### src/sv/sps_pkg.sv
// Shared types and constants of the spline path sampler.
// Used by the controller, the datapath, the axis lanes and the top level.
package sps_pkg;

    // Width of the step size register, Q1.16 style increment of T.
    localparam int STEP_W = 17;
    localparam logic [STEP_W-1:0] STEP_RESET = 17'd16384;

    // A run holds at most 2^CNT_W samples.
    localparam int CNT_W = 6;
    localparam logic [CNT_W-1:0] LAST_COUNT = '1;

    // Stages of the evaluation pyramid, run in this order.
    typedef enum logic [2:0] {
        STG_A0,
        STG_A1,
        STG_A2,
        STG_B0,
        STG_B1,
        STG_C
    } stage_t;

    typedef enum logic [1:0] {
        ST_IDLE,
        ST_MUL,
        ST_FIN,
        ST_EMIT
    } state_t;

    // Commands from the controller to the datapath.
    typedef struct packed {
        logic   fill;     // fill the window with three copies of the point
        logic   load;     // latch the new point and start a run at T = 1
        logic   mul;      // form both products of the current stage
        logic   fin;      // add, shift and store the current stage result
        logic   emit;     // move the finished sample into the output register
        logic   advance;  // step T to the next sample
        logic   shift;    // shift the window after the last sample
        stage_t stage;
    } sps_cmd_t;

    // Status from the datapath to the controller.
    typedef struct packed {
        logic last;       // the sample now finished closes the run
        logic out_free;   // the output register can take a sample this cycle
    } sps_status_t;

endpackage

### src/sv/sps_ctrl.sv
// Controller of the spline path sampler: accepts waypoints and sequences the
// pyramid stages and the sample hand-off. Depends on sps_pkg.
module sps_ctrl import sps_pkg::*; (
    input  logic        aclk,
    input  logic        aresetn,
    input  logic        s_tvalid,
    input  logic        path_start,
    output logic        s_tready,
    input  sps_status_t status,
    output sps_cmd_t    cmd
);

    state_t state_reg, state_next;
    stage_t stage_reg, stage_next;
    logic   have_reg, have_next;
    logic   accept;
    logic   restart;

    assign accept  = s_tvalid && (state_reg == ST_IDLE);
    assign restart = path_start || !have_reg;

    always_comb begin
        state_next = state_reg;
        stage_next = stage_reg;
        have_next  = have_reg;
        case (state_reg)
            ST_IDLE: begin
                if (accept) begin
                    have_next = 1'b1;
                    if (!restart) begin
                        state_next = ST_MUL;
                        stage_next = STG_A0;
                    end
                end
            end
            ST_MUL: begin
                state_next = ST_FIN;
            end
            ST_FIN: begin
                case (stage_reg)
                    STG_A0:  stage_next = STG_A1;
                    STG_A1:  stage_next = STG_A2;
                    STG_A2:  stage_next = STG_B0;
                    STG_B0:  stage_next = STG_B1;
                    STG_B1:  stage_next = STG_C;
                    default: stage_next = STG_C;
                endcase
                state_next = (stage_reg == STG_C) ? ST_EMIT : ST_MUL;
            end
            ST_EMIT: begin
                if (status.out_free) begin
                    state_next = status.last ? ST_IDLE : ST_MUL;
                    stage_next = STG_A0;
                end
            end
            default: begin
                state_next = ST_IDLE;
            end
        endcase
    end

    always_comb begin
        s_tready    = (state_reg == ST_IDLE);
        cmd         = '0;
        cmd.stage   = stage_reg;
        case (state_reg)
            ST_IDLE: begin
                cmd.fill = accept && restart;
                cmd.load = accept && !restart;
            end
            ST_MUL: begin
                cmd.mul = 1'b1;
            end
            ST_FIN: begin
                cmd.fin = 1'b1;
            end
            ST_EMIT: begin
                cmd.emit    = status.out_free;
                cmd.advance = status.out_free && !status.last;
                cmd.shift   = status.out_free && status.last;
            end
            default: begin
                cmd.stage = stage_reg;
            end
        endcase
    end

    always_ff @(posedge aclk) begin
        if (!aresetn) begin
            state_reg <= ST_IDLE;
            stage_reg <= STG_A0;
            have_reg  <= 1'b0;
        end else begin
            state_reg <= state_next;
            stage_reg <= stage_next;
            have_reg  <= have_next;
        end
    end

endmodule

### config.mk
export PLATFORM = sky130hd
export DESIGN_NAME = sps_ctrl
export DESIGN_NICKNAME = d
export VERILOG_FILES = /design/src/sv/sps_pkg.sv /design/src/sv/sps_ctrl.sv
export SDC_FILE = /design/constraint.sdc
export NUM_CORES = 1
export LEC_CHECK = 0
export BUFFER_PORTS_ARGS = -buffer_cell sky130_fd_sc_hd__buf_2
export CAP_MARGIN = 0
export CORE_AREA = 2 2 39 41
export CTS_CLUSTER_DIAMETER = 150
export DETAILED_ROUTE_END_ITERATION = 7
export DIE_AREA = 0 0 41 43
export PLACE_DENSITY = 0.55
export SLEW_MARGIN = 40
export SYNTH_ARGS = -nofsm -noshare
export SYNTH_HDL_FRONTEND = slang
export SYNTH_SLANG_ARGS = --single-unit
### constraint.sdc
create_clock -name aclk -period 3.2 [get_ports aclk]
set_input_delay 0.48 -clock aclk [delete_from_list [all_inputs] [get_ports aclk]]
set_output_delay 0.48 -clock aclk [all_outputs]
set_load 0.02 [all_outputs]
; Word level (Yosys, flattened, before mapping)
; Cells that the tools add are included.
[op_classes]
muxes = 15
reduce_logical = 15
n_eq_ne = 10
[op_table]
columns = op, n
row1 = $mux W3, 4
row2 = $pmux W3 S4, 1
row3 = $mux W2, 5
row4 = $pmux W3 S3, 1
row5 = $pmux W2 S4, 1
row6 = $eq A3 B2 Y1 const B, 2
row7 = $logic_and A1 B1 Y1, 5
row8 = $eq A2 B2 Y1 const B, 2
row9 = $ne A2 B2 Y1 const B, 2
row10 = $reduce_and A4 Y1, 1
row11 = $eq A3 B1 Y1 const B, 1
row12 = $eq A3 B3 Y1 const B, 1
row13 = $logic_not A1 Y1, 3
row14 = $logic_not A3 Y1, 1
row15 = $mux W1, 3
row16 = $reduce_and A3 Y1, 1
row17 = $reduce_bool A3 Y1, 1
row18 = $eq A2 B1 Y1 const B, 1
row19 = $logic_not A2 Y1, 1
row20 = $ne A2 B1 Y1 const B, 1
row21 = $reduce_and A2 Y1, 1
row22 = $logic_or A1 B1 Y1, 1
[totals]
register_bits = 6
word_cells = 43
out_inout_bits = 11
in_bits = 6

; Depth between registers and ports, before layout
; Gate-level depths: netlist of run 1.
[logic_depth]
word_depth = 5
mapped_depth = 4
depth_no_buf = 4

; Worst setup path after synthesis of run 1
; Ideal clock, no wire load.
[synth_path]
path_kind = register to output
from = register state_reg[1]
to = output port cmd[9] (netlist bit)
setup_slack_ps = 1588
n_path_buf = 0
stages_incl_launch_ff = 4
t_arrival_ps = 1132
t_required_ps = 2720
path_cell_list = dfxtp_1 > nor2_1 > nand2_1 > nor2_1
[synth_lines]
columns = item, line
row1 = from (decl), sps_ctrl.sv:13  ; state_t state_reg, state_next;
row2 = from (signal assigned), sps_ctrl.sv:94  ; state_reg <= state_next;
row3 = to (decl), sps_ctrl.sv:10  ; output sps_cmd_t cmd

==> reports/qor.txt, run 1 <==
count of placed standard cells including taps -> 73
final estimated routing congestion in global placement -> 0.739
portion of total power attributed to the clock network -> 40.9%
commonest cells after routing, fill and taps aside -> buf_2 (16), nor2b_1 (6), dfxtp_1 (6)
max-slew headroom at the worst pin -> 83.8%
switching power summed over all nets -> 41.2 uW
HPWL after DPL -> 573 um
synthesized flop and latch total -> 6
wire length of the first global-routing pass -> 1150 um
I/O pin total -> 17
pwr dens -> 383 nW/um^2
DR pass1 iterations -> 4
Setup Skew -> 0.00384 ns
largest net degree at the start of global routing -> 9
global routing usage summed across all routing layers -> 9.98%
# setup viols final -> 0
synthesized area per cell -> 7.78 sq um
Die Y -> 43 um
worst-case vdd ir drop -> 0.197 mV
total number of vias -> 352
Pins Over Slew Limit -> 0
RSZ-0062 raised after global routing -> no
H-Tree Depth -> 1
outcome -> complete, no violations
count of antenna diodes in the layout -> 0
combinational group share of total power -> 12.4%
post-route setup TNS -> 0 ns
kind of critical path -> flip-flop to output port
number of buffers inserted by hold repair at cts -> 0
buffer levels on the longest clock path -> 2
reg2reg setup slack -> 2.03 ns
DRT iter0 DRCs -> 2
flip-flop count of the largest register, all copies and words added -> 3
sequence of cells on the critical path -> nor2_1, and3_1, buf_2
IO Port Bufs -> 16
placed instance area -> 419 sq um
CTS buffer count -> 3
WL final -> 724 um
clock input transition at the sequential cells of the worst setup and hold paths -> 0.04 ns
minimum period implied by the final worst setup slack -> 1.71 ns
most common cell after layout, fill and taps aside -> buf_2
initial cell density of the core -> 23.1%
sequential share of power -> 46.7%
largest fanout on the critical path -> 7
number of rows in the core area -> 14
clock tree from TritonCTS -> yes
smallest setup slack after layout -> 1.49 ns
final std cells w/o fill -> 76
data arrival at the endpoint of the critical path -> 1.23 ns
Max Cap Viol -> 0
element type at the critical path start -> flip-flop
number of global-route vias before repair -> 274
worst stage delay on the critical path -> 0.37 ns
fin area -> 442 sq um
DR vias/cell -> 4.63
Setup Fix Bufs, Post-CTS -> 0
YS warnings -> 0
Die ar. -> 1760 sq um
Crit path max-delay family -> simple AND/OR/NAND/NOR gates
DRC violation count after routing -> 0
Leak Pwr -> 0.000227 uW
number of distinct library cells after synthesis -> 18
residual antenna-violating net count after detailed routing -> 0
Worst-Margin Slew -> 0.243 ns
GR Overflow Total -> 0
setup slack after placement -> 1.64 ns
period utilization -> 53.5%
final hold vios -> 0
area grow syn2layout -> 38.4%
Seq/Total Area, Yosys -> 37.6%
Wirelength per Cell -> 9.53 um
Critical Path Slowest Stage Cell -> dfxtp_1
WP buf/inv -> 1
Post-Syn Nets -> 47
fraction of power spent switching nets -> 24.3%
type of the most critical hold path -> flip-flop to flip-flop
cell internal pwr -> 128 uW
width of the die -> 41 um
Core Area -> 1380 sq um
post-synth design cell area -> 319 sq um
Synth Instances -> 41
critical path endpoint category -> output port
Sinks on Clock Net -> 6
initial antenna violation count -> 0
latest clock arrival within the worst-skew pair -> 0.25 ns
total of cells resized after clock tree synthesis -> 0
share of final-layout standard cells stronger than drive strength 1 -> 35.0%
Data required, critical path -> 2.72 ns
root buf cell -> clkbuf_4
Total Nets Final -> 68
maximum achievable frequency -> 585 MHz
==> synth_stat cells, drive strengths merged <==
cell type | n | area (sq um)
dfxtp | 6 | 120
a31oi | 1 | 6.26
o211ai | 1 | 7.51
a21oi | 5 | 28.8
and3 | 1 | 6.26
nand2b | 2 | 12.5
inv | 3 | 11.3
and2 | 1 | 6.26
o21ai | 1 | 5.00
nor2b | 6 | 37.5
and4bb | 1 | 12.5
nor3 | 1 | 5.00
o31ai | 1 | 7.51
nor2 | 4 | 15.0
nand2 | 4 | 15.0
nand3 | 2 | 10.0
nor3b | 1 | 12.5
==> worst reg2reg max path, delay by kind of cell (launching register included) <==
family	cells	cell delay, ns
AND/OR/NAND/NOR	2	0.39
flip-flops	1	0.43
AO/OA/AOI/OAI	2	0.25
==> kinds of logic (layout without fill, tap and decap cells) <==
group                  count (synthesis)  count (layout)  synth area share [%]
buffers and inverters                  3              22                  3.53
AO/OA/AOI/OAI                          9               9                  17.3
flip-flops                             6               6                  37.6
AND/OR/NAND/NOR                       23              23                  41.6
==> per-stage QoR <==
step / hold slack (ns) / utilization [%] / power [uW]
2_1_floorplan: 0.465 / - / 92.4
3_3_place_gp: 0.495 / 30.3 / 101
3_5_place_dp: 0.504 / 30.3 / 102
4_1_cts: 0.522 / 31.9 / 172
5_1_grt: 0.534 / 31.9 / 181
6_report: 0.513 / 31.9 / 169
==> area by class of cell <==
class	count	area [sq um]
sequential	6	120
fill	164	942
inverter	3	11.3
tap	16	20.0
timing repair buffer	16	80.1
clock buffer	3	22.5
multi-input combinational	32	188
==> per-layer routing <==
metal / global-route usage [%] / vias up / part of all wire (%)
met4: 2.00 / 0 / 0
met2: 12.8 / 9 / 50
met5: 0 / - / 0
met3: 7.85 / 0 / 6.8
met1: 13.0 / 164 / 43
li1: - / 179 / -
==> worst paths after layout <==
path	start	endpoint	cells past startpoint
worst min register to register	have_reg	have_reg	2
worst max register to register	state_reg[0]	stage_reg[2]	4
worst min-delay path	have_reg	have_reg	2
worst max-delay path	state_reg[1]	cmd[8]	3
==> power groups by stage <==
stage	Clock [uW]	Sequential (uW)	Combinational [uW]
global placement	0	80.4	21.0
CTS	72.1	79.1	21.3
finish	69.2	79.2	21.0
detailed placement	0	80.4	21.1
global route	78.1	79.2	23.3
floorplan	0	80.2	12.1
(Power assumes the default switching activity.)
==> inputs of run 2 (changes only) <==
ABC_AREA = 1   (was default)
PLACE_DENSITY = 0.54   (was 0.55)
clock period = 1.7 ns   (was 3.2 ns; I/O delays follow)
==> run 2 against run 1 <==
Die area stayed put. Register-to-register slack lost 1.3 ns. Non-clock buffer count is the same. Final cell count increased by 11%. Synthesized cell count up 20%. Setup slack got worse by 1.3 ns. Largest power group unchanged. Global-route usage is 0.47 points higher.
==> reports/qor.txt, run 2 <==
latest clock arrival within the worst-skew pair -> 0.24 ns (about the same)
wire length of the first global-routing pass -> 1230 um (+7.2%)
residual antenna-violating net count after detailed routing -> 0 (unchanged)
critical path endpoint category -> output port
maximum achievable frequency -> 672 MHz
clock input transition at the sequential cells of the worst setup and hold paths -> 0.05 ns (about the same)
number of rows in the core area -> 14 (unchanged)
data arrival at the endpoint of the critical path -> 1.23 ns (about the same)
share of final-layout standard cells stronger than drive strength 1 -> 30.9% (-4.1 points)
sequence of cells on the critical path -> nor2_1, nand2_1, a21oi_1, buf_2
pwr dens -> 831 nW/um^2 (+120%)
commonest cells after routing, fill and taps aside -> buf_2 (16), nand2_1 (11), inv_1 (9), a21oi_1 (7)
Synth Flop Type -> dfxtp_1
Critical Path Slowest Stage Cell -> dfxtp_1
HPWL after DPL -> 603 um (+5.2%)
post-synth design cell area -> 310 sq um (-2.7%)
fillcell total -> 167 (+1.8%)
fraction of registers with async set or reset after synthesis -> 0% (unchanged)
RSZ-0062 raised after global routing -> no
Pins Over Slew Limit -> 0 (unchanged)
number of buffers inserted by hold repair at cts -> 0 (unchanged)
DR vias/cell -> 4.38 (-5.4%)
sequential cell area in the final layout -> 120 sq um (unchanged)
Total Nets Final -> 76 (+12%)
kind of critical path -> flip-flop to output port
outcome -> complete, no violations
Max Cap Viol -> 0 (unchanged)
most common cell after layout, fill and taps aside -> buf_2
flip-flop count of the largest register, all copies and words added -> 3 (unchanged)
# setup viols final -> 0 (unchanged)
ranking of synthesized cells by instance count -> nand2_1 (11), inv_1 (9), a21oi_1 (7)
final standard cell utilization of the core -> 31.3% (-0.63 points)
final hold vios -> 0 (unchanged)
H-Tree Depth -> 1 (unchanged)
Die Y -> 43 um (unchanged)
YS warnings -> 0 (unchanged)
Setup Skew -> 0.00356 ns (-0.000278 ns)
buffer levels on the longest clock path -> 2 (unchanged)
Post-Syn Nets -> 55 (+17%)
width of the die -> 41 um (unchanged)
total of cells resized after clock tree synthesis -> 0 (unchanged)
DRC violation count after routing -> 0 (unchanged)
startpoint of the most critical hold path -> aresetn
DR pass1 iterations -> 4 (unchanged)
Synth Instances -> 49 (+20%)
element type at the critical path start -> flip-flop
synthesized flop and latch total -> 6 (unchanged)
Die ar. -> 1760 sq um (unchanged)
global routing usage summed across all routing layers -> 10.5% (+0.47 points)
first element of the critical path -> state_reg[1]
largest fanout on the critical path -> 6 (-1)
Wirelength per Cell -> 8.87 um (-6.9%)
period utilization -> 87.5%
Sinks on Clock Net -> 6 (unchanged)
post-route setup TNS -> 0 ns (unchanged)
IO Port Bufs -> 16 (unchanged)
type of the most critical hold path -> input port to flip-flop
number of global-route vias before repair -> 326 (+19%)
I/O pin total -> 17 (unchanged)
top cell type's share of synthesized area -> 38.7% (+1.1 points)
leading cell types by total area after synthesis -> dfxtp_1 (39%), nand2_1 (13%), a21oi_1 (11%), inv_1 (11%), nor2_1 (7.3%)
Data required, critical path -> 1.44 ns (-1.28 ns)
worst reg2reg path startpoint -> state_reg[1]
clock tree from TritonCTS -> yes
Leak Pwr -> 0.000229 uW (+1.1%)
footprint of the multi-input gates -> 156 sq um (-17%)
number of distinct library cells after synthesis -> 12 (-6)
Fin Hold WS -> 0.322 ns (-0.191 ns)
worst-case vdd ir drop -> 0.291 mV (+47%)
count of flip-flops with a built-in enable after synthesis -> 0 (unchanged)
count of antenna diodes in the layout -> 0 (unchanged)
synthesized area per cell -> 6.33 sq um (-19%)
root buf cell -> clkbuf_4
Setup Fix Bufs, Post-CTS -> 0 (unchanged)
largest net degree at the start of global routing -> 7 (-2)
area grow syn2layout -> 39.5%
CTS buffer count -> 3 (unchanged)
total number of vias -> 368 (+4.5%)
max-slew headroom at the worst pin -> 86.7% (+2.9 points)
initial cell density of the core -> 22.4% (-0.63 points)
top-count cell post-synth -> nand2_1
library cell with the largest summed area after synthesis -> dfxtp_1
Seq/Total Area, Yosys -> 38.7% (+1.1 points)
DRT iter0 DRCs -> 11 (+9)
worst stage delay on the critical path -> 0.34 ns (-0.03 ns)
PnR Total Power -> 360 uW (+110%)
Worst-Margin Slew -> 0.198 ns (-0.0446 ns)
Core Area -> 1380 sq um (unchanged)
WL final -> 745 um (+2.9%)
final estimated routing congestion in global placement -> 0.677 (-8.4%)
initial antenna violation count -> 0 (unchanged)
GR Overflow Total -> 0 (unchanged)
minimum period implied by the final worst setup slack -> 1.49 ns
## run 2: cell types whose count changed after synthesis, moves of 2 or more
cell,previous run,this run
nand2_1,4,11
a21oi_1,4,7
o21ai_0,0,2
nand2b_1,2,0
nand4_1,0,2
nor2_1,4,6
nor2b_1,6,0
inv_1,3,9
## run 2: final timing paths
kind | cells past startpoint | slack [ns] | to
worst max register to register | 4 | 0.70 | stage_reg[0]
worst max-delay path | 4 | 0.21 | cmd[9]
worst min register to register | 2 | 0.49 | have_reg
worst min-delay path | 3 | 0.32 | state_reg[0]
## run 2: where the power goes
| part | internal, uW | switching [uW] |
|---|---|---|
| Sequential | 148 | 8.28 |
| Clock | 79.8 | 50.1 |
| Combinational | 24.7 | 48.2 |
| Total | 253 | 107 |
## run 2: cell type report
cell class	instances	area share, %
clock buffer	3	5.20
inverter	9	7.80
multi-input combinational	34	36.1
sequential	6	27.7
tap	16	4.62
timing repair buffer	16	18.5
## run 2: kinds of logic after synthesis
group / share of synthesized area [%]
AOI/OAI and AO/OA: 16.9
buffers and inverters: 10.9
DFF: 38.7
and+or+nand+nor: 33.5
## run 2: layer usage
metal / up-vias / share of wire [%] / track usage [%]
met5: - / 0 / 0
met4: 0 / 0 / 8.00
met3: 0 / 7.0 / 3.14
met2: 13 / 48 / 15.3
met1: 160 / 44 / 11.9
li1: 195 / - / -
## run 2: critical path, delay by kind of cell (launching register included)
| kind | cells | cell delay [ns] |
|---|---|---|
| AND/OR/NAND/NOR | 2 | 0.32 |
| AO/OA/AOI/OAI | 1 | 0.15 |
| flip-flops | 1 | 0.34 |
| buffers and inverters | 1 | 0.18 |
## run 2: stage by stage
step	area (sq um)	worst slack, ns	instances
after floorplan	310	0.118	49
after global routing	433	0.151	84
final	433	0.212	84
after detailed placement	410	0.474	81
after global placement	410	0.524	81
after CTS	433	0.214	84
==> inputs of run 3 (changes only) <==
BUFFER_PORTS_ARGS = -buffer_cell sky130_fd_sc_hd__clkbuf_2   (was -buffer_cell sky130_fd_sc_hd__buf_2)
==> run 3 against run 2 <==
Combinational power down 0.5%. Sequential share of layout area unchanged. Utilization unchanged. Die area unchanged. Highest routed layer is now met4. Critical endpoint is now cmd[8]. Largest cell class unchanged. Final area unchanged. Setup slack better by 0.030 ns. Clock power about the same. Clock skew down 0.0029 ns. Non-clock buffer count unchanged. Worst hold slack about the same.
==> reports/qor.txt, run 3 (synthesis results as in run 2) <==
GR Overflow Total -> 0 (unchanged)
number of global-route vias before repair -> 316 (-3.1%)
DR vias/cell -> 4.37 (-0.27%)
global routing usage summed across all routing layers -> 10.3% (-0.18 points)
setup slack after placement -> 0.479 ns (+0.00456 ns)
RSZ-0062 raised after global routing -> no
initial cell density of the core -> 22.4% (unchanged)
total of cells resized after clock tree synthesis -> 0 (unchanged)
flip-flop count of the largest register, all copies and words added -> 3 (unchanged)
Die Y -> 43 um (unchanged)
initial antenna violation count -> 0 (unchanged)
fin area -> 433 sq um (unchanged)
H-Tree Depth -> 1 (unchanged)
period utilization -> 85.8% (-1.7 points)
outcome -> complete, no violations
final standard cell utilization of the core -> 31.3% (unchanged)
wire length of the first global-routing pass -> 1140 um (-7.3%)
latest clock arrival within the worst-skew pair -> 0.24 ns (about the same)
max-slew headroom at the worst pin -> 86.7% (about the same)
share of final-layout standard cells stronger than drive strength 1 -> 30.9% (unchanged)
Total Nets Final -> 76 (unchanged)
Die ar. -> 1760 sq um (unchanged)
type of the most critical hold path -> input port to flip-flop
count of antenna diodes in the layout -> 0 (unchanged)
total number of vias -> 367 (-0.27%)
Worst-Margin Slew -> 0.199 ns (+0.000179 ns)
Data required, critical path -> 1.44 ns (about the same)
commonest cells after routing, fill and taps aside -> clkbuf_2 (16), nand2_1 (11), inv_1 (9), a21oi_1 (7)
I/O pin total -> 17 (unchanged)
Fin Hold WS -> 0.322 ns (+0.000417 ns)
root buf cell -> clkbuf_4
Leak Pwr -> 0.000224 uW (-2.6%)
maximum achievable frequency -> 686 MHz (+2.0%)
clock tree from TritonCTS -> yes
final hold vios -> 0 (unchanged)
WL final -> 703 um (-5.6%)
width of the die -> 41 um (unchanged)
number of buffers inserted by hold repair at cts -> 0 (unchanged)
minimum period implied by the final worst setup slack -> 1.46 ns (-0.0295 ns)
DRC violation count after routing -> 0 (unchanged)
DR pass1 iterations -> 4 (unchanged)
clock input transition at the sequential cells of the worst setup and hold paths -> 0.04 ns (about the same)
buffer levels on the longest clock path -> 2 (unchanged)
worst-case vdd ir drop -> 0.313 mV (+7.9%)
smallest setup slack after layout -> 0.242 ns (+0.0295 ns)
placed instance area -> 410 sq um (unchanged)
HPWL after DPL -> 595 um (-1.4%)
final estimated routing congestion in global placement -> 0.673 (-0.56%)
element type at the critical path start -> flip-flop
most common cell after layout, fill and taps aside -> clkbuf_2
Wirelength per Cell -> 8.37 um (-5.6%)
Setup Fix Bufs, Post-CTS -> 0 (unchanged)
fillcell total -> 171 (+2.4%)
number of rows in the core area -> 14 (unchanged)
largest net degree at the start of global routing -> 7 (unchanged)
data arrival at the endpoint of the critical path -> 1.20 ns (-0.03 ns)
DRT iter0 DRCs -> 4 (-7)
Core Area -> 1380 sq um (unchanged)
area grow syn2layout -> 39.5% (unchanged)
worst reg2reg path depth -> 4 (unchanged)
critical path endpoint category -> output port
pwr dens -> 826 nW/um^2 (-0.60%)
# setup viols final -> 0 (unchanged)
Setup Skew -> 0.000635 ns (-0.00292 ns)
IO Port Bufs -> 16 (unchanged)
Max Cap Viol -> 0 (unchanged)
post-route setup TNS -> 0 ns (unchanged)
residual antenna-violating net count after detailed routing -> 0 (unchanged)
kind of critical path -> flip-flop to output port
largest fanout on the critical path -> 6 (unchanged)
CTS buffer count -> 3 (unchanged)
Pins Over Slew Limit -> 0 (unchanged)
Sinks on Clock Net -> 6 (unchanged)
cell depth of the worst min-delay path -> 3 (unchanged)
-- run 3: path summary, 6_finish.rpt --
check                     from      endpoint  slack [ns]
setup / recovery  state_reg[1]        cmd[8]        0.24
hold / removal        s_tvalid      have_reg        0.32
setup reg to reg  state_reg[1]  stage_reg[0]        0.71
hold reg to reg       have_reg      have_reg        0.49
-- run 3: metal layers --
layer,global-route usage [%],up-vias,share of wire (%)
met5,0,-,0
li1,-,195,-
met4,12.0,0,1.1
met3,3.14,2,7.3
met2,14.7,13,49
met1,10.1,157,42
-- run 3: where the power goes --
| part | switching [uW] | internal (uW) | total (uW) | leakage (uW) |
|---|---|---|---|---|
| Sequential | 8.03 | 149 | 157 | 0.0000489 |
| Combinational | 48.0 | 24.4 | 72.5 | 0.000161 |
| Clock | 48.6 | 79.7 | 128 | 0.0000138 |
| Total | 105 | 253 | 357 | 0.000224 |
-- run 3: worst max-delay path, stage by stage, from the launching register on --
cell and delay [ns]:
dfxtp_1 0.34, nor2_1 0.19, nand2_1 0.11, nor3_1 0.14
clkbuf_2 0.19
-- run 3: final cells by class --
cell class | count | area, sq um | area share (%)
Tap cell | 16 | 20.0 | 4.62
Timing Repair Buffer | 16 | 80.1 | 18.5
Multi-Input combinational cell | 34 | 156 | 36.1
Sequential cell | 6 | 120 | 27.7
Inverter | 9 | 33.8 | 7.80
Clock buffer | 3 | 22.5 | 5.20
-- run 3: metrics by stage --
stage	std cells	power [uW]
floorplan	49	206
global placement	81	232
detailed placement	81	233
CTS	84	366
global route	84	386
finish	84	357
